===== src/hw/rtl/bitmap_text_block_generator_defines.svh =====
// Assertion macros for the bitmap text block generator RTL
`ifndef BITMAP_TEXT_BLOCK_GENERATOR_DEFINES_SVH
`define BITMAP_TEXT_BLOCK_GENERATOR_DEFINES_SVH

// plain property, checked at every edge out of reset
`define BTBG_ASSERT(lbl, prop, msg) \
  lbl: assert property (@(posedge clk_i) disable iff (!rst_ni) (prop)) else $error(msg);

// same-cycle implication
`define BTBG_ASSERT_IMPL(lbl, ante, cons, msg) \
  lbl: assert property (@(posedge clk_i) disable iff (!rst_ni) (ante) |-> (cons)) \
    else $error(msg);

// next-cycle implication
`define BTBG_ASSERT_NXT(lbl, ante, cons, msg) \
  lbl: assert property (@(posedge clk_i) disable iff (!rst_ni) (ante) |=> (cons)) \
    else $error(msg);

`endif


===== src/hw/rtl/btbg_pkg.sv =====
// Package with font ROM, glyph lookup and shared types of the text block generator
`timescale 1ns / 1ps
`default_nettype none
package btbg_pkg;

  localparam int GLYPH_ROWS    = 7;
  localparam int GLYPH_COLS    = 5;
  localparam int GLYPH_CELLS   = GLYPH_ROWS * GLYPH_COLS;
  localparam int NUM_GLYPHS    = 43;
  localparam int GLYPH_IDX_W   = 6;
  localparam int SCALE_W       = 4;
  localparam int CODE_W        = 8;
  localparam int COL_W         = 3;

  localparam logic [CODE_W-1:0]  NEWLINE_CODE = 8'd10;
  localparam logic [SCALE_W-1:0] SCALE_MIN    = 4'd1;
  localparam logic [SCALE_W-1:0] SCALE_MAX    = 4'd8;
  localparam logic [COL_W-1:0]   COL_LAST     = 3'(GLYPH_COLS - 1);

  localparam logic [GLYPH_IDX_W-1:0] GLYPH_DIGIT0 = 6'd0;
  localparam logic [GLYPH_IDX_W-1:0] GLYPH_LETTER = 6'd10;
  localparam logic [GLYPH_IDX_W-1:0] GLYPH_BANG   = 6'd36;
  localparam logic [GLYPH_IDX_W-1:0] GLYPH_QUERY  = 6'd37;
  localparam logic [GLYPH_IDX_W-1:0] GLYPH_DASH   = 6'd38;
  localparam logic [GLYPH_IDX_W-1:0] GLYPH_DOT    = 6'd39;
  localparam logic [GLYPH_IDX_W-1:0] GLYPH_COLON  = 6'd40;
  localparam logic [GLYPH_IDX_W-1:0] GLYPH_GT     = 6'd41;
  localparam logic [GLYPH_IDX_W-1:0] GLYPH_LT     = 6'd42;

  localparam logic [CODE_W-1:0] CH_BANG  = 8'h21;
  localparam logic [CODE_W-1:0] CH_QUERY = 8'h3f;
  localparam logic [CODE_W-1:0] CH_DASH  = 8'h2d;
  localparam logic [CODE_W-1:0] CH_UNDER = 8'h5f;
  localparam logic [CODE_W-1:0] CH_DOT   = 8'h2e;
  localparam logic [CODE_W-1:0] CH_COLON = 8'h3a;
  localparam logic [CODE_W-1:0] CH_GT    = 8'h3e;
  localparam logic [CODE_W-1:0] CH_LT    = 8'h3c;
  localparam logic [CODE_W-1:0] CH_ZERO  = 8'h30;
  localparam logic [CODE_W-1:0] CH_NINE  = 8'h39;
  localparam logic [CODE_W-1:0] CH_UC_A  = 8'h41;
  localparam logic [CODE_W-1:0] CH_UC_Z  = 8'h5a;
  localparam logic [CODE_W-1:0] CH_LC_A  = 8'h61;
  localparam logic [CODE_W-1:0] CH_LC_Z  = 8'h7a;
  localparam logic [CODE_W-1:0] CASE_GAP = 8'h20;

  typedef logic [GLYPH_IDX_W-1:0] glyph_idx_t;
  typedef logic [GLYPH_CELLS-1:0] glyph_mask_t;
  typedef logic [0:GLYPH_ROWS-1][GLYPH_COLS-1:0] font_glyph_t;

  typedef struct packed {
    logic       known;
    glyph_idx_t idx;
  } glyph_sel_t;

  typedef enum logic [1:0] {
    ST_IDLE = 2'b01,
    ST_RUN  = 2'b10
  } back_state_e;

  localparam font_glyph_t FONT_ROM [NUM_GLYPHS] = '{
    {5'h0e, 5'h11, 5'h13, 5'h15, 5'h19, 5'h11, 5'h0e},
    {5'h04, 5'h0c, 5'h04, 5'h04, 5'h04, 5'h04, 5'h0e},
    {5'h0e, 5'h11, 5'h01, 5'h02, 5'h04, 5'h08, 5'h1f},
    {5'h1e, 5'h01, 5'h01, 5'h0e, 5'h01, 5'h01, 5'h1e},
    {5'h02, 5'h06, 5'h0a, 5'h12, 5'h1f, 5'h02, 5'h02},
    {5'h1f, 5'h10, 5'h10, 5'h1e, 5'h01, 5'h01, 5'h1e},
    {5'h0e, 5'h10, 5'h10, 5'h1e, 5'h11, 5'h11, 5'h0e},
    {5'h1f, 5'h01, 5'h02, 5'h04, 5'h08, 5'h08, 5'h08},
    {5'h0e, 5'h11, 5'h11, 5'h0e, 5'h11, 5'h11, 5'h0e},
    {5'h0e, 5'h11, 5'h11, 5'h0f, 5'h01, 5'h01, 5'h0e},
    {5'h0e, 5'h11, 5'h11, 5'h1f, 5'h11, 5'h11, 5'h11},
    {5'h1e, 5'h11, 5'h11, 5'h1e, 5'h11, 5'h11, 5'h1e},
    {5'h0e, 5'h11, 5'h10, 5'h10, 5'h10, 5'h11, 5'h0e},
    {5'h1e, 5'h11, 5'h11, 5'h11, 5'h11, 5'h11, 5'h1e},
    {5'h1f, 5'h10, 5'h10, 5'h1e, 5'h10, 5'h10, 5'h1f},
    {5'h1f, 5'h10, 5'h10, 5'h1e, 5'h10, 5'h10, 5'h10},
    {5'h0e, 5'h11, 5'h10, 5'h17, 5'h11, 5'h11, 5'h0f},
    {5'h11, 5'h11, 5'h11, 5'h1f, 5'h11, 5'h11, 5'h11},
    {5'h0e, 5'h04, 5'h04, 5'h04, 5'h04, 5'h04, 5'h0e},
    {5'h07, 5'h02, 5'h02, 5'h02, 5'h12, 5'h12, 5'h0c},
    {5'h11, 5'h12, 5'h14, 5'h18, 5'h14, 5'h12, 5'h11},
    {5'h10, 5'h10, 5'h10, 5'h10, 5'h10, 5'h10, 5'h1f},
    {5'h11, 5'h1b, 5'h15, 5'h15, 5'h11, 5'h11, 5'h11},
    {5'h11, 5'h19, 5'h15, 5'h13, 5'h11, 5'h11, 5'h11},
    {5'h0e, 5'h11, 5'h11, 5'h11, 5'h11, 5'h11, 5'h0e},
    {5'h1e, 5'h11, 5'h11, 5'h1e, 5'h10, 5'h10, 5'h10},
    {5'h0e, 5'h11, 5'h11, 5'h11, 5'h15, 5'h12, 5'h0d},
    {5'h1e, 5'h11, 5'h11, 5'h1e, 5'h14, 5'h12, 5'h11},
    {5'h0f, 5'h10, 5'h10, 5'h0e, 5'h01, 5'h01, 5'h1e},
    {5'h1f, 5'h04, 5'h04, 5'h04, 5'h04, 5'h04, 5'h04},
    {5'h11, 5'h11, 5'h11, 5'h11, 5'h11, 5'h11, 5'h0e},
    {5'h11, 5'h11, 5'h11, 5'h11, 5'h11, 5'h0a, 5'h04},
    {5'h11, 5'h11, 5'h11, 5'h15, 5'h15, 5'h1b, 5'h11},
    {5'h11, 5'h11, 5'h0a, 5'h04, 5'h0a, 5'h11, 5'h11},
    {5'h11, 5'h11, 5'h0a, 5'h04, 5'h04, 5'h04, 5'h04},
    {5'h1f, 5'h01, 5'h02, 5'h04, 5'h08, 5'h10, 5'h1f},
    {5'h04, 5'h04, 5'h04, 5'h04, 5'h04, 5'h00, 5'h04},
    {5'h0e, 5'h11, 5'h01, 5'h02, 5'h04, 5'h00, 5'h04},
    {5'h00, 5'h00, 5'h00, 5'h1f, 5'h00, 5'h00, 5'h00},
    {5'h00, 5'h00, 5'h00, 5'h00, 5'h00, 5'h0c, 5'h0c},
    {5'h00, 5'h0c, 5'h0c, 5'h00, 5'h0c, 5'h0c, 5'h00},
    {5'h10, 5'h08, 5'h04, 5'h02, 5'h04, 5'h08, 5'h10},
    {5'h01, 5'h02, 5'h04, 5'h08, 5'h04, 5'h02, 5'h01}
  };

  function automatic glyph_sel_t glyph_lookup(input logic [CODE_W-1:0] code);
    logic [CODE_W-1:0] c;
    glyph_sel_t        r;
    c = code;
    if (c >= CH_LC_A && c <= CH_LC_Z) begin
      c = c - CASE_GAP;
    end
    r.known = 1'b1;
    r.idx   = GLYPH_DIGIT0;
    priority if (c >= CH_ZERO && c <= CH_NINE) begin
      r.idx = GLYPH_IDX_W'(c - CH_ZERO);
    end else if (c >= CH_UC_A && c <= CH_UC_Z) begin
      r.idx = GLYPH_IDX_W'(c - CH_UC_A) + GLYPH_LETTER;
    end else begin
      unique case (c)
        CH_BANG:          r.idx = GLYPH_BANG;
        CH_QUERY:         r.idx = GLYPH_QUERY;
        CH_DASH, CH_UNDER: r.idx = GLYPH_DASH;
        CH_DOT:           r.idx = GLYPH_DOT;
        CH_COLON:         r.idx = GLYPH_COLON;
        CH_GT:            r.idx = GLYPH_GT;
        CH_LT:            r.idx = GLYPH_LT;
        default:          r.known = 1'b0;
      endcase
    end
    return r;
  endfunction

  // bit row*GLYPH_COLS+col is the cell at that row and column
  function automatic glyph_mask_t glyph_mask(input glyph_idx_t idx);
    font_glyph_t g;
    glyph_mask_t m;
    g = '0;
    if (32'(idx) < NUM_GLYPHS) begin
      g = FONT_ROM[idx];
    end
    for (int r = 0; r < GLYPH_ROWS; r++) begin
      for (int c = 0; c < GLYPH_COLS; c++) begin
        m[r*GLYPH_COLS+c] = g[r][GLYPH_COLS-1-c];
      end
    end
    return m;
  endfunction

endpackage
`default_nettype wire


===== src/hw/rtl/btbg_front.sv =====
// Front end: accepts characters, tracks the pen and queues glyph requests
`timescale 1ns / 1ps
`default_nettype none
module btbg_front #(
  parameter int COORD_BITS = 12
) (
  input  logic                                 clk_i,
  input  logic                                 rst_ni,
  input  logic                                 in_valid_i,
  output logic                                 in_ready_o,
  input  logic [btbg_pkg::CODE_W-1:0]          char_code_i,
  input  logic                                 first_i,
  input  logic [COORD_BITS-1:0]                origin_x_i,
  input  logic [COORD_BITS-1:0]                origin_y_i,
  input  logic [btbg_pkg::SCALE_W-1:0]         glyph_scale_i,
  output logic                                 push_valid_o,
  output logic [2*COORD_BITS+btbg_pkg::SCALE_W+btbg_pkg::GLYPH_IDX_W-1:0] push_data_o,
  input  logic                                 queue_full_i
);

  localparam int AccW = COORD_BITS + 1;

  logic [COORD_BITS-1:0]        pen_x_q, pen_x_d;
  logic [COORD_BITS-1:0]        pen_y_q, pen_y_d;
  logic [COORD_BITS-1:0]        line_x_q, line_x_d;
  logic [btbg_pkg::SCALE_W-1:0] scale_q, scale_d;

  logic                         accept;
  logic                         is_newline;
  btbg_pkg::glyph_sel_t         sel;
  logic [COORD_BITS-1:0]        cur_x, cur_y, cur_line;
  logic [btbg_pkg::SCALE_W-1:0] cur_scale, in_scale;
  logic [AccW-1:0]              adv_sum, feed_sum;

  function automatic logic [COORD_BITS-1:0] sat_coord(input logic [AccW-1:0] v);
    logic [COORD_BITS-1:0] r;
    if (v[AccW-1] != v[AccW-2]) begin
      r = v[AccW-1] ? {1'b1, {(COORD_BITS-1){1'b0}}} : {1'b0, {(COORD_BITS-1){1'b1}}};
    end else begin
      r = v[COORD_BITS-1:0];
    end
    return r;
  endfunction

  assign in_ready_o = !queue_full_i;
  assign accept     = in_valid_i && !queue_full_i;
  assign is_newline = char_code_i == btbg_pkg::NEWLINE_CODE;
  assign sel        = btbg_pkg::glyph_lookup(char_code_i);

  always_comb begin
    priority if (glyph_scale_i < btbg_pkg::SCALE_MIN) begin
      in_scale = btbg_pkg::SCALE_MIN;
    end else if (glyph_scale_i > btbg_pkg::SCALE_MAX) begin
      in_scale = btbg_pkg::SCALE_MAX;
    end else begin
      in_scale = glyph_scale_i;
    end
  end

  always_comb begin
    cur_x     = first_i ? origin_x_i : pen_x_q;
    cur_y     = first_i ? origin_y_i : pen_y_q;
    cur_line  = first_i ? origin_x_i : line_x_q;
    cur_scale = first_i ? in_scale : scale_q;
    adv_sum   = {cur_x[COORD_BITS-1], cur_x} + AccW'({cur_scale, 2'b00})
              + AccW'({cur_scale, 1'b0});
    feed_sum  = {cur_y[COORD_BITS-1], cur_y} + AccW'({cur_scale, 3'b000});
  end

  always_comb begin
    pen_x_d  = pen_x_q;
    pen_y_d  = pen_y_q;
    line_x_d = line_x_q;
    scale_d  = scale_q;
    if (accept) begin
      line_x_d = cur_line;
      scale_d  = cur_scale;
      if (is_newline) begin
        pen_x_d = cur_line;
        pen_y_d = sat_coord(feed_sum);
      end else begin
        pen_x_d = sat_coord(adv_sum);
        pen_y_d = cur_y;
      end
    end
  end

  assign push_valid_o = accept && !is_newline && sel.known;
  assign push_data_o  = {sel.idx, cur_scale, cur_y, cur_x};

  always_ff @(posedge clk_i or negedge rst_ni) begin
    if (!rst_ni) begin
      pen_x_q  <= '0;
      pen_y_q  <= '0;
      line_x_q <= '0;
      scale_q  <= btbg_pkg::SCALE_MIN;
    end else begin
      pen_x_q  <= pen_x_d;
      pen_y_q  <= pen_y_d;
      line_x_q <= line_x_d;
      scale_q  <= scale_d;
    end
  end

endmodule
`default_nettype wire


===== src/hw/rtl/btbg_fifo.sv =====
// Short request queue between front end and block engine
`timescale 1ns / 1ps
`default_nettype none
module btbg_fifo #(
  parameter int DATA_W = 34,
  parameter int DEPTH  = 2
) (
  input  logic              clk_i,
  input  logic              rst_ni,
  input  logic              push_i,
  input  logic [DATA_W-1:0] push_data_i,
  output logic              full_o,
  input  logic              pop_i,
  output logic [DATA_W-1:0] pop_data_o,
  output logic              empty_o
);

  localparam int PtrW = (DEPTH > 1) ? $clog2(DEPTH) : 1;
  localparam int CntW = $clog2(DEPTH + 1);

  logic [DATA_W-1:0] mem_q [DEPTH];
  logic [PtrW-1:0]   wr_ptr_q, wr_ptr_d;
  logic [PtrW-1:0]   rd_ptr_q, rd_ptr_d;
  logic [CntW-1:0]   count_q, count_d;
  logic              do_push, do_pop;

  assign full_o     = count_q == CntW'(DEPTH);
  assign empty_o    = count_q == '0;
  assign do_push    = push_i && !full_o;
  assign do_pop     = pop_i && !empty_o;
  assign pop_data_o = mem_q[rd_ptr_q];

  always_comb begin
    wr_ptr_d = wr_ptr_q;
    rd_ptr_d = rd_ptr_q;
    if (do_push) begin
      wr_ptr_d = (wr_ptr_q == PtrW'(DEPTH - 1)) ? '0 : wr_ptr_q + 1'b1;
    end
    if (do_pop) begin
      rd_ptr_d = (rd_ptr_q == PtrW'(DEPTH - 1)) ? '0 : rd_ptr_q + 1'b1;
    end
    unique case ({do_push, do_pop})
      2'b10:   count_d = count_q + 1'b1;
      2'b01:   count_d = count_q - 1'b1;
      default: count_d = count_q;
    endcase
  end

  always_ff @(posedge clk_i) begin
    if (do_push) begin
      mem_q[wr_ptr_q] <= push_data_i;
    end
  end

  always_ff @(posedge clk_i or negedge rst_ni) begin
    if (!rst_ni) begin
      wr_ptr_q <= '0;
      rd_ptr_q <= '0;
      count_q  <= '0;
    end else begin
      wr_ptr_q <= wr_ptr_d;
      rd_ptr_q <= rd_ptr_d;
      count_q  <= count_d;
    end
  end

endmodule
`default_nettype wire


===== src/hw/rtl/btbg_back.sv =====
// Block engine: walks the glyph cells and emits one block per lit cell
`timescale 1ns / 1ps
`default_nettype none
`include "bitmap_text_block_generator_defines.svh"
module btbg_back #(
  parameter int COORD_BITS = 12
) (
  input  logic                  clk_i,
  input  logic                  rst_ni,
  output logic                  pop_o,
  input  logic [2*COORD_BITS+btbg_pkg::SCALE_W+btbg_pkg::GLYPH_IDX_W-1:0] pop_data_i,
  input  logic                  empty_i,
  output logic                  out_valid_o,
  input  logic                  out_ready_i,
  output logic [COORD_BITS-1:0] block_x_o,
  output logic [COORD_BITS-1:0] block_y_o,
  output logic                  last_o
);

  localparam int AccW   = COORD_BITS + 1;
  localparam int ScaleLo = 2 * COORD_BITS;
  localparam int IdxLo   = ScaleLo + btbg_pkg::SCALE_W;

  btbg_pkg::back_state_e        state_q, state_d;
  btbg_pkg::glyph_mask_t        mask_q, mask_d;
  logic [btbg_pkg::COL_W-1:0]   col_q, col_d;
  logic [AccW-1:0]              x_acc_q, x_acc_d;
  logic [AccW-1:0]              y_acc_q, y_acc_d;
  logic [COORD_BITS-1:0]        base_x_q, base_x_d;
  logic [btbg_pkg::SCALE_W-1:0] scale_q, scale_d;

  logic                         out_valid_q, out_valid_d;
  logic [COORD_BITS-1:0]        out_x_q, out_y_q;
  logic                         out_last_q;

  logic                         lit, last_cell, out_free, step;
  logic [COORD_BITS-1:0]        in_x, in_y;
  logic [btbg_pkg::SCALE_W-1:0] in_scale;
  btbg_pkg::glyph_idx_t         in_idx;

  function automatic logic [COORD_BITS-1:0] sat_coord(input logic [AccW-1:0] v);
    logic [COORD_BITS-1:0] r;
    if (v[AccW-1] != v[AccW-2]) begin
      r = v[AccW-1] ? {1'b1, {(COORD_BITS-1){1'b0}}} : {1'b0, {(COORD_BITS-1){1'b1}}};
    end else begin
      r = v[COORD_BITS-1:0];
    end
    return r;
  endfunction

  assign in_x     = pop_data_i[COORD_BITS-1:0];
  assign in_y     = pop_data_i[ScaleLo-1:COORD_BITS];
  assign in_scale = pop_data_i[IdxLo-1:ScaleLo];
  assign in_idx   = pop_data_i[IdxLo+btbg_pkg::GLYPH_IDX_W-1:IdxLo];

  assign lit       = mask_q[0];
  assign last_cell = mask_q[btbg_pkg::GLYPH_CELLS-1:1] == '0;
  assign out_free  = !out_valid_q || out_ready_i;
  assign step      = (state_q == btbg_pkg::ST_RUN) && (!lit || out_free);
  assign pop_o     = (state_q == btbg_pkg::ST_IDLE) && !empty_i;

  always_comb begin
    state_d  = state_q;
    mask_d   = mask_q;
    col_d    = col_q;
    x_acc_d  = x_acc_q;
    y_acc_d  = y_acc_q;
    base_x_d = base_x_q;
    scale_d  = scale_q;
    unique case (state_q)
      btbg_pkg::ST_IDLE: begin
        if (pop_o) begin
          mask_d   = btbg_pkg::glyph_mask(in_idx);
          col_d    = '0;
          x_acc_d  = {in_x[COORD_BITS-1], in_x};
          y_acc_d  = {in_y[COORD_BITS-1], in_y};
          base_x_d = in_x;
          scale_d  = in_scale;
          state_d  = btbg_pkg::ST_RUN;
        end
      end
      btbg_pkg::ST_RUN: begin
        if (step) begin
          mask_d = {1'b0, mask_q[btbg_pkg::GLYPH_CELLS-1:1]};
          if (col_q == btbg_pkg::COL_LAST) begin
            col_d   = '0;
            x_acc_d = {base_x_q[COORD_BITS-1], base_x_q};
            y_acc_d = y_acc_q + AccW'(scale_q);
          end else begin
            col_d   = col_q + 1'b1;
            x_acc_d = x_acc_q + AccW'(scale_q);
          end
          if (last_cell) begin
            state_d = btbg_pkg::ST_IDLE;
          end
        end
      end
      default: state_d = btbg_pkg::ST_IDLE;
    endcase
  end

  always_comb begin
    out_valid_d = out_valid_q;
    if (step && lit) begin
      out_valid_d = 1'b1;
    end else if (out_ready_i) begin
      out_valid_d = 1'b0;
    end
  end

  always_ff @(posedge clk_i or negedge rst_ni) begin
    if (!rst_ni) begin
      state_q     <= btbg_pkg::ST_IDLE;
      out_valid_q <= 1'b0;
      col_q       <= '0;
    end else begin
      state_q     <= state_d;
      out_valid_q <= out_valid_d;
      col_q       <= col_d;
    end
  end

  always_ff @(posedge clk_i) begin
    mask_q   <= mask_d;
    x_acc_q  <= x_acc_d;
    y_acc_q  <= y_acc_d;
    base_x_q <= base_x_d;
    scale_q  <= scale_d;
    if (step && lit) begin
      out_x_q    <= sat_coord(x_acc_q);
      out_y_q    <= sat_coord(y_acc_q);
      out_last_q <= last_cell;
    end
  end

  assign out_valid_o = out_valid_q;
  assign block_x_o   = out_x_q;
  assign block_y_o   = out_y_q;
  assign last_o      = out_last_q;

  `BTBG_ASSERT_IMPL(a_run_has_cells, state_q == btbg_pkg::ST_RUN, mask_q != '0,
                    "glyph walk with no cells left")
  `BTBG_ASSERT_NXT(a_last_ends_walk, step && lit && last_cell,
                   state_q == btbg_pkg::ST_IDLE && out_last_q,
                   "final block did not end the glyph")
  `BTBG_ASSERT(a_col_in_range, col_q <= btbg_pkg::COL_LAST, "column counter beyond glyph width")

endmodule
`default_nettype wire


===== src/hw/rtl/bitmap_text_block_generator.sv =====
// Top level of the bitmap text block generator: front end, request queue and block engine
// A glyph request is written to the two-entry queue when its character is taken; the block
// engine pops it only while idle and then steps through the glyph cells in order up to the
// last lit one (at most 35), registering a block for each lit cell and stalling on a lit cell
// while the previous block still waits; newline and unknown codes are taken with no queue entry.
// Reset (asynchronous, active low): pen and line start at 0, cell scale 1, queue empty.
`timescale 1ns / 1ps
`default_nettype none
module bitmap_text_block_generator #(
  parameter int COORD_BITS = 12
) (
  input  logic                                       clk_i,
  input  logic                                       rst_ni,
  input  logic                                       s_axis_tvalid,
  output logic                                       s_axis_tready,
  // char_code[7:0], origin_x, origin_y, glyph_scale[3:0], zero pad
  input  logic [((2*COORD_BITS+btbg_pkg::CODE_W+btbg_pkg::SCALE_W+7)/8)*8-1:0] s_axis_tdata,
  // first_of_string
  input  logic                                       s_axis_tuser,
  output logic                                       m_axis_tvalid,
  input  logic                                       m_axis_tready,
  // block_x, block_y, zero pad
  output logic [((2*COORD_BITS+7)/8)*8-1:0]          m_axis_tdata,
  // last_block
  output logic                                       m_axis_tlast
);

  localparam int EntryW  = 2 * COORD_BITS + btbg_pkg::SCALE_W + btbg_pkg::GLYPH_IDX_W;
  localparam int QDepth  = 2;
  localparam int OutW    = ((2 * COORD_BITS + 7) / 8) * 8;
  localparam int XLo     = btbg_pkg::CODE_W;
  localparam int YLo     = XLo + COORD_BITS;
  localparam int SLo     = YLo + COORD_BITS;

  logic              push_valid, queue_full, pop, queue_empty;
  logic [EntryW-1:0] push_data, pop_data;
  logic [COORD_BITS-1:0] block_x, block_y;

  btbg_front #(
    .COORD_BITS(COORD_BITS)
  ) u_front (
    .clk_i         (clk_i),
    .rst_ni        (rst_ni),
    .in_valid_i    (s_axis_tvalid),
    .in_ready_o    (s_axis_tready),
    .char_code_i   (s_axis_tdata[btbg_pkg::CODE_W-1:0]),
    .first_i       (s_axis_tuser),
    .origin_x_i    (s_axis_tdata[YLo-1:XLo]),
    .origin_y_i    (s_axis_tdata[SLo-1:YLo]),
    .glyph_scale_i (s_axis_tdata[SLo+btbg_pkg::SCALE_W-1:SLo]),
    .push_valid_o  (push_valid),
    .push_data_o   (push_data),
    .queue_full_i  (queue_full)
  );

  btbg_fifo #(
    .DATA_W(EntryW),
    .DEPTH (QDepth)
  ) u_fifo (
    .clk_i       (clk_i),
    .rst_ni      (rst_ni),
    .push_i      (push_valid),
    .push_data_i (push_data),
    .full_o      (queue_full),
    .pop_i       (pop),
    .pop_data_o  (pop_data),
    .empty_o     (queue_empty)
  );

  btbg_back #(
    .COORD_BITS(COORD_BITS)
  ) u_back (
    .clk_i       (clk_i),
    .rst_ni      (rst_ni),
    .pop_o       (pop),
    .pop_data_i  (pop_data),
    .empty_i     (queue_empty),
    .out_valid_o (m_axis_tvalid),
    .out_ready_i (m_axis_tready),
    .block_x_o   (block_x),
    .block_y_o   (block_y),
    .last_o      (m_axis_tlast)
  );

  assign m_axis_tdata = OutW'({block_y, block_x});

endmodule
`default_nettype wire

===== config.mk =====
export PLATFORM = sky130hd
export DESIGN_NAME = bitmap_text_block_generator
export DESIGN_NICKNAME = d
export VERILOG_FILES = /design/src/hw/rtl/btbg_pkg.sv /design/src/hw/rtl/btbg_front.sv /design/src/hw/rtl/btbg_fifo.sv /design/src/hw/rtl/btbg_back.sv /design/src/hw/rtl/bitmap_text_block_generator.sv
export VERILOG_INCLUDE_DIRS = /design/src /design/src/hw/rtl
export SDC_FILE = /design/constraint.sdc
export NUM_CORES = 1
export LEC_CHECK = 0
export BUFFER_PORTS_ARGS = -buffer_cell sky130_fd_sc_hd__buf_2
export CORE_MARGIN = 4
export CORE_UTILIZATION = 45
export CTS_CLUSTER_SIZE = 40
export DETAILED_ROUTE_END_ITERATION = 6
export GPL_ROUTABILITY_DRIVEN = 0
export HOLD_SLACK_MARGIN = 0.12
export PLACE_DENSITY = 0.69
export SLEW_MARGIN = 0
export SYNTH_ARGS = -nofsm -noshare
export SYNTH_HDL_FRONTEND = slang
export SYNTH_HIERARCHICAL = 1
export SYNTH_SLANG_ARGS = --single-unit

===== constraint.sdc =====
create_clock -name clk_i -period 3.55 [get_ports clk_i]
set_input_delay 0.355 -clock clk_i [delete_from_list [all_inputs] [get_ports clk_i]]
set_output_delay 0.355 -clock clk_i [all_outputs]
set_load 0.01 [all_outputs]

Word level (Yosys, flattened, before mapping)
Memories as Yosys holds them, arrays and structs flattened. Index checks and enable logic that the tools add are counted.

Add/subtract/negate cells: 14. Bitwise operators: 1. Shift operators: 0. Multiplexer cells: 52. Divide/modulo/power cells: 0. Reduce and logical (&&, ||, !) cells: 29. Multiply operators: 0. Equality and inequality tests: 23. Order comparisons: 10.

Operators with widths (count): $mux W35 (5); $mux W12 (13); $mux W13 (6); $pmux W35 S2 (1); $eq A8 B6 Y1 const B (7); $pmux W13 S2 (2); $pmux W6 S7 (1); $logic_not A34 Y1 (1); $add A13 B4 Y13 (2); $ge A8 B7 Y1 const B (2); $le A8 B7 Y1 const B (2); $add A12 B7 Y13 (1); $add A12 B8 Y13 (1); $add A13 B5 Y13 (1); $mux W4 (3); $mux W6 (2); $logic_and A1 B1 Y1 (11); $mux W1 (9); $mux W3 (3); $eq A8 B4 Y1 const B (1); $eq A8 B7 Y1 const B (1); $ge A8 B6 Y1 const B (1); $le A8 B6 Y1 const B (1); $mux W8 (1); 31 further kinds (51).

Memories: 2. Flip-flop bits (word level): 152. RAM bits: 68. Word-level logic and storage cells: 149. ROM bits: 2240. Output and inout bits: 27. Input port bits: 45. Bits in latches: 0.

Memory list: (no name shown) (words 64, bits a word 35, read ports 1, clocked after memory_dff 0, wr ports 0, RTL line btbg_pkg.sv:140) `g = FONT_ROM[idx];`; u_fifo.mem_q (words 2, bits a word 34, read ports 1, clocked after memory_dff 0, wr ports 1, RTL line btbg_fifo.sv:21) `logic [DATA_W-1:0] mem_q [DEPTH];`.

Longest topological paths before layout
Word-level depth: 12. Depth in mapped cells: 17. Depth with buffers taken out: 17.

Modules after synthesis
The synthesis kept the hierarchy.

By module, submodules not included: btbg_back (area an instance 6869.1 um^2, sequential area each 3214.3 um^2, cells an instance 714, times used 1); btbg_front (area an instance 3698.5 um^2, sequential area each 1002.2 um^2, cells an instance 424, times used 1); btbg_fifo (area an instance 2801.4 um^2, sequential area each 2142.1 um^2, cells an instance 124, times used 1).

Least setup slack after synthesis
OpenSTA, ideal clock, no wires.

Path type: in2reg. Start point: input s_axis_tdata[1] in the netlist's numbering. End point: memory u_fifo.mem_q[0][0], enable pin. Path buffers: 0. Data required time: 3125 ps. Slack: -760 ps. Setup time: 425 ps. Cell stages on the path: 12. Arrival time: 3884 ps. Cells stage by stage: inv_1 > ha_1 > nor4b_2 > nand2_1 > a31oi_2 > inv_1 > ha_1 > a2111oi_0 > o211ai_2 > a31oi_1 > nand2_1 > nor2_1.

Cells in the longest elaborated chain, start to end: 12. Elaborated cells on any way between the ends: 30. Those cells by class: add/sub: 1; order compare: 6; eq/ne: 9; mux: 6; reduce/logical: 8.

RTL lines: from (decl) (RTL line bitmap_text_block_generator.sv:17) `input logic [((2*COORD_BITS+btbg_pkg::CODE_W+btbg_pkg::SCALE_W+7)/8)*8-1:0] s_axis_tdata,`; $ge A8 B7 Y1 / $le A8 B7 Y1 (equally long branches) (RTL line btbg_pkg.sv:110) `if (c >= CH_LC_A && c <= CH_LC_Z) begin`; $logic_and A1 B1 Y1 (RTL line btbg_pkg.sv:110); $mux W8 (RTL line btbg_pkg.sv:110); $eq A8 B6 Y1 / $eq A8 B7 Y1 (equally long branches) (RTL line btbg_pkg.sv:120) `unique case (c)`; $reduce_or A8 Y1 (no source line); $mux W1 (RTL line btbg_pkg.sv:120); $mux W1 (RTL line btbg_pkg.sv:117) `end else if (c >= CH_UC_A && c <= CH_UC_Z) begin`; $mux W1 (RTL line btbg_pkg.sv:115) `priority if (c >= CH_ZERO && c <= CH_NINE) begin`; $logic_and A1 B1 Y1 * (RTL line btbg_front.sv:88) `assign push_valid_o = accept && !is_newline && sel.known;`; via push_valid (RTL line bitmap_text_block_generator.sv:35) `logic push_valid, queue_full, pop, queue_empty;`; $logic_and A1 B1 Y1 * (RTL line btbg_fifo.sv:29) `assign do_push = push_i && !full_o;`; $mux W1 * (RTL line btbg_fifo.sv:50) `if (do_push) begin`; $mux W1 (not written as such) * (RTL line btbg_fifo.sv:51) `mem_q[wr_ptr_q] <= push_data_i;`; to (decl) (RTL line btbg_fifo.sv:21).

Mark *: on every way through the listed nets, which the timed path passes. The rest lies on a longest branch.

Worst setup path in the final report
Start point: input s_axis_tdata[10] in the netlist's numbering. End point: register u_front.pen_x_q[6].

Cells in the longest elaborated chain, start to end: 6. Elaborated cells on any way between the ends: 7. Those cells by class: add/sub: 2; eq/ne: 1; mux: 4.

RTL lines: $mux W12 * (RTL line btbg_front.sv:61) `cur_x = first_i ? origin_x_i : pen_x_q;`; via push_data[2] (RTL line bitmap_text_block_generator.sv:36) `logic [EntryW-1:0] push_data, pop_data;`; $add A12 B7 Y13 * (RTL line btbg_front.sv:65) `adv_sum = {cur_x[COORD_BITS-1], cur_x} + AccW'({cur_scale, 2'b00})`; $add A13 B5 Y13 * (RTL line btbg_front.sv:66) `+ AccW'({cur_scale, 1'b0});`; $mux W12 / $ne A1 B1 Y1 (equally long branches) (RTL line btbg_front.sv:38, btbg_front.sv:37); $mux W12 * (RTL line btbg_front.sv:37) `if (v[AccW-1] != v[AccW-2]) begin`; $mux W12 * (RTL line btbg_front.sv:78) `if (is_newline) begin`; to (signal assigned) (RTL line btbg_front.sv:98) `pen_x_q <= pen_x_d;`; to (decl) (RTL line btbg_front.sv:23) `logic [COORD_BITS-1:0] pen_x_q, pen_x_d;`.

Marks and branches as above. A chain may end at the register's enable or synchronous reset.

==> results.toml <==
[timing]
fin_crit_sh = 0.941
tns_ns = 0
fmaxAchievable_ghz = 0.299
slew_viol_final = 0
hold_viol = 0
max_slew_margin = 0.201
worstMarginPinSlew_ns = 1.19
grt_setup_unrepaired = "no"
min_period_ns = 3.34
final-setup-viol-count = 0
fin_skew_ns = 0.0148
layout_setup_ws_ns = 0.208

[clocking]
post_cts_buffers = 0
cts_buffers = 24
cts_resized = 0
clock_tree.buffer_depth = 3
clock_latency_ns = 0.52
cts.sinks = 220
htreeDepth = 1
clk_transition_reported_paths_ns = 0.06
hold_buffers = 13
cts_tree = "built"
cts_root_buf = "clkbuf_16"

[cells_and_area]
multi_input_area_um2 = 6360
area_delta_synth_final_pct = 12.7
nFillCells = 2631
layout.nets = 1436
drive_above_1_share = 0.200
seq_area_um2 = 6360
num_antenna_cells = 0

[die]
fp.dieW_um = 180
core_area_um2 = 29000
io_pins = 72
die_y_um = 180
fp-row-count = 62
initial_core_util = 0.461
dieArea_um2 = 32500

[worst_setup_path]
crit_path_end_kind = "flop"
start_kind = "input port"
path_class = "input port to flop"
crit_fanout = 9
crit_required_ns = 3.99
cp_data_arrival_time_ns = 3.79

[global_route]
grt_usage = 0.184
antenna_found_initial = 0
grt.overflow.total = 0
grt_pass1_wl_mm = 50.4
grt_max_degree = 62
grt_pass1_vias = 9589

[synthesis]
yosys.area.top_type = "edfxtp_1"
synth_top_area_share = 0.382
async_flop_share = 0.227
ys_warn_count = 6
synth_edf_count = 170
ys_top_cells_by_area = "edfxtp_1 (38%), dfrtp_1 (9.0%), ha_1 (4.8%)"
synthDistinctLibCells = 106
syn_avg_cell_area_um2 = 10.6
postSynthNetCount = 1362
syn-cell-area_um2 = 13400
synth.most_common_cell = "edfxtp_1"
ys_ff_latch = 220
ys_seq_area_frac = 0.476
synth.cells.most_frequent = "edfxtp_1 (170), nand2_1 (144), o21ai_0 (100), a21oi_1 (83)"
syn_inst = 1262
synth_top_flop_cell = "edfxtp_1"

[power_and_ir_drop]
p_int_mw = 7.86
power_density_nw_per_um2 = 854
ir_drop_uv = 397
leakage_nw = 5.85
clkPwrFrac = 0.195
power_frac_comb = 0.446
swShare = 0.389
power_switching_mw = 5.00
p_seq_frac = 0.359

[run]
maxCapViolations = 0

[drt]
drc_errors = 0
vias = 10084
wl_per_cell_um = 17.9
wirelength_mm = 31.1
drt_iter0_markers = 1148
vias_per_cell = 5.80
ant_nets = 0
firstDrtPassIters = 6

[placed_design]
portBuffers = 67
dpl.hpwl_mm = 21.5
dp_slack_ns = 0.00966

[status]
outcome = "completed"

[worst_hold_path]
hold_class = "input port to flop"
registers in the layout, summed over array words and instances, names as in the netlist, 2 cells and up:
name,count
u_front/pen_y_q,12
u_front/pen_x_q,12
u_front/scale_q,4
u_back/y_acc_q,13
u_back/block_x_o,12
u_back/mask_q,35
u_back/base_x_q,12
u_fifo/mem_q,68
u_back/scale_q,4
u_back/col_q,3
u_back/state_q,2
u_front/line_x_q,12
u_back/x_acc_q,13
u_fifo/count_q,2
u_back/block_y_o,12
layer usage:
metal,up-vias,GRT usage,wire length [µm]
met5,-,0,0
met3,75,0.0297,2380
met1,4766,0.281,14700
met2,416,0.277,13300
li1,4827,-,-
met4,0,0.0423,699
layout make-up:
cell class	instances	area share
clock buffer	29	0.0424
clock inverter	15	0.0116
inverter	68	0.0169
multi-input combinational	902	0.422
sequential	220	0.422
tap	384	0.0319
timing repair buffer	120	0.0525
critical path, stage by stage:
cell	delay (ns)
dlygate4sd3_1	0.54
buf_2	0.13
nand2_1	0.07
o21ai_0	0.16
ha_1	0.38
xnor2_1	0.15
ha_1	0.24
fa_1	0.39
a211oi_1	0.31
o21bai_1	0.18
nand3_2	0.16
mux2i_4	0.37
o221ai_1	0.18
a21oi_1	0.17
path summary, 6_finish.rpt:
| check | startpoint | end | slack [ns] | cells past startpoint |
|---|---|---|---|---|
| worst min-delay path | s_axis_tdata[19] | u_front/line_x_q[11] | 0.16 | 2 |
| min in group asynchronous | rst_ni | u_front/line_x_q[11] | 0.52 | 2 |
| worst max register to register | u_front/pen_x_q[2] | u_front/pen_x_q[6] | 0.27 | 12 |
| worst max-delay path | s_axis_tdata[10] | u_front/pen_x_q[6] | 0.21 | 14 |
| worst min register to register | u_front/scale_q[0] | u_front/scale_q[0] | 0.48 | 2 |
| max in group asynchronous | rst_ni | u_front/scale_q[0] | 2.15 | 3 |
placed cells by master, fill, tap and decap left out, types with 7 or more instances in the layout:
cell type | Yosys | routed
xnor2_1 | 28 | 28
nand2_1 | 144 | 143
nand3_1 | 27 | 26
dlygate4sd3_1 | 0 | 13
o21ai_0 | 100 | 98
o21ai_1 | 7 | 9
mux2_2 | 33 | 33
nor3_1 | 9 | 9
inv_1 | 66 | 66
nand2b_1 | 17 | 16
nand4_1 | 9 | 9
nor4_1 | 10 | 10
o22ai_1 | 15 | 15
a22oi_1 | 7 | 7
ha_1 | 51 | 51
o211ai_1 | 14 | 14
edfxtp_1 | 170 | 170
nor2b_1 | 20 | 18
a31oi_1 | 25 | 25
a211oi_1 | 13 | 13
a21oi_1 | 83 | 82
buf_4 | 2 | 38
nor2_1 | 66 | 65
mux2i_1 | 14 | 14
buf_2 | 31 | 67
mux2_4 | 32 | 32
a32o_1 | 7 | 7
o21a_1 | 7 | 7
clkbuf_16 | 0 | 24
a21o_1 | 14 | 14
dfrtp_1 | 48 | 47
kinds of logic after synthesis:
| logic type | share of synthesized area |
|---|---|
| AOI/OAI and AO/OA | 0.187 |
| xor gates and xnor gates | 0.0216 |
| and+or+nand+nor | 0.134 |
| buffers and inverters | 0.0507 |
| muxes | 0.0776 |
| adders and majority gates | 0.0537 |
| DFF | 0.476 |
power groups by stage:
stage / clock [mW] / sequential, mW / combinational, mW
finish: 2.51 / 4.62 / 5.74
global route: 2.69 / 4.71 / 6.34
CTS: 2.58 / 4.61 / 5.67
detailed placement: 0 / 4.65 / 5.62
global placement: 0 / 4.62 / 5.52
floorplan: 0 / 4.52 / 4.37
stage by stage:
step	total power, mW	cell area, µm²	hold WS, ns	std cells	util
global placement	10.1	14100	0.450	1681	0.487
detailed placement	10.3	14100	0.467	1681	0.487
global route	13.7	15100	0.140	1738	0.519
CTS	12.9	15100	0.127	1738	0.519
finish	12.9	15100	0.156	1738	0.519
floorplan	8.89	13400	0.0594	1262	-
No activity file was read; power rests on OpenSTA's default activity.
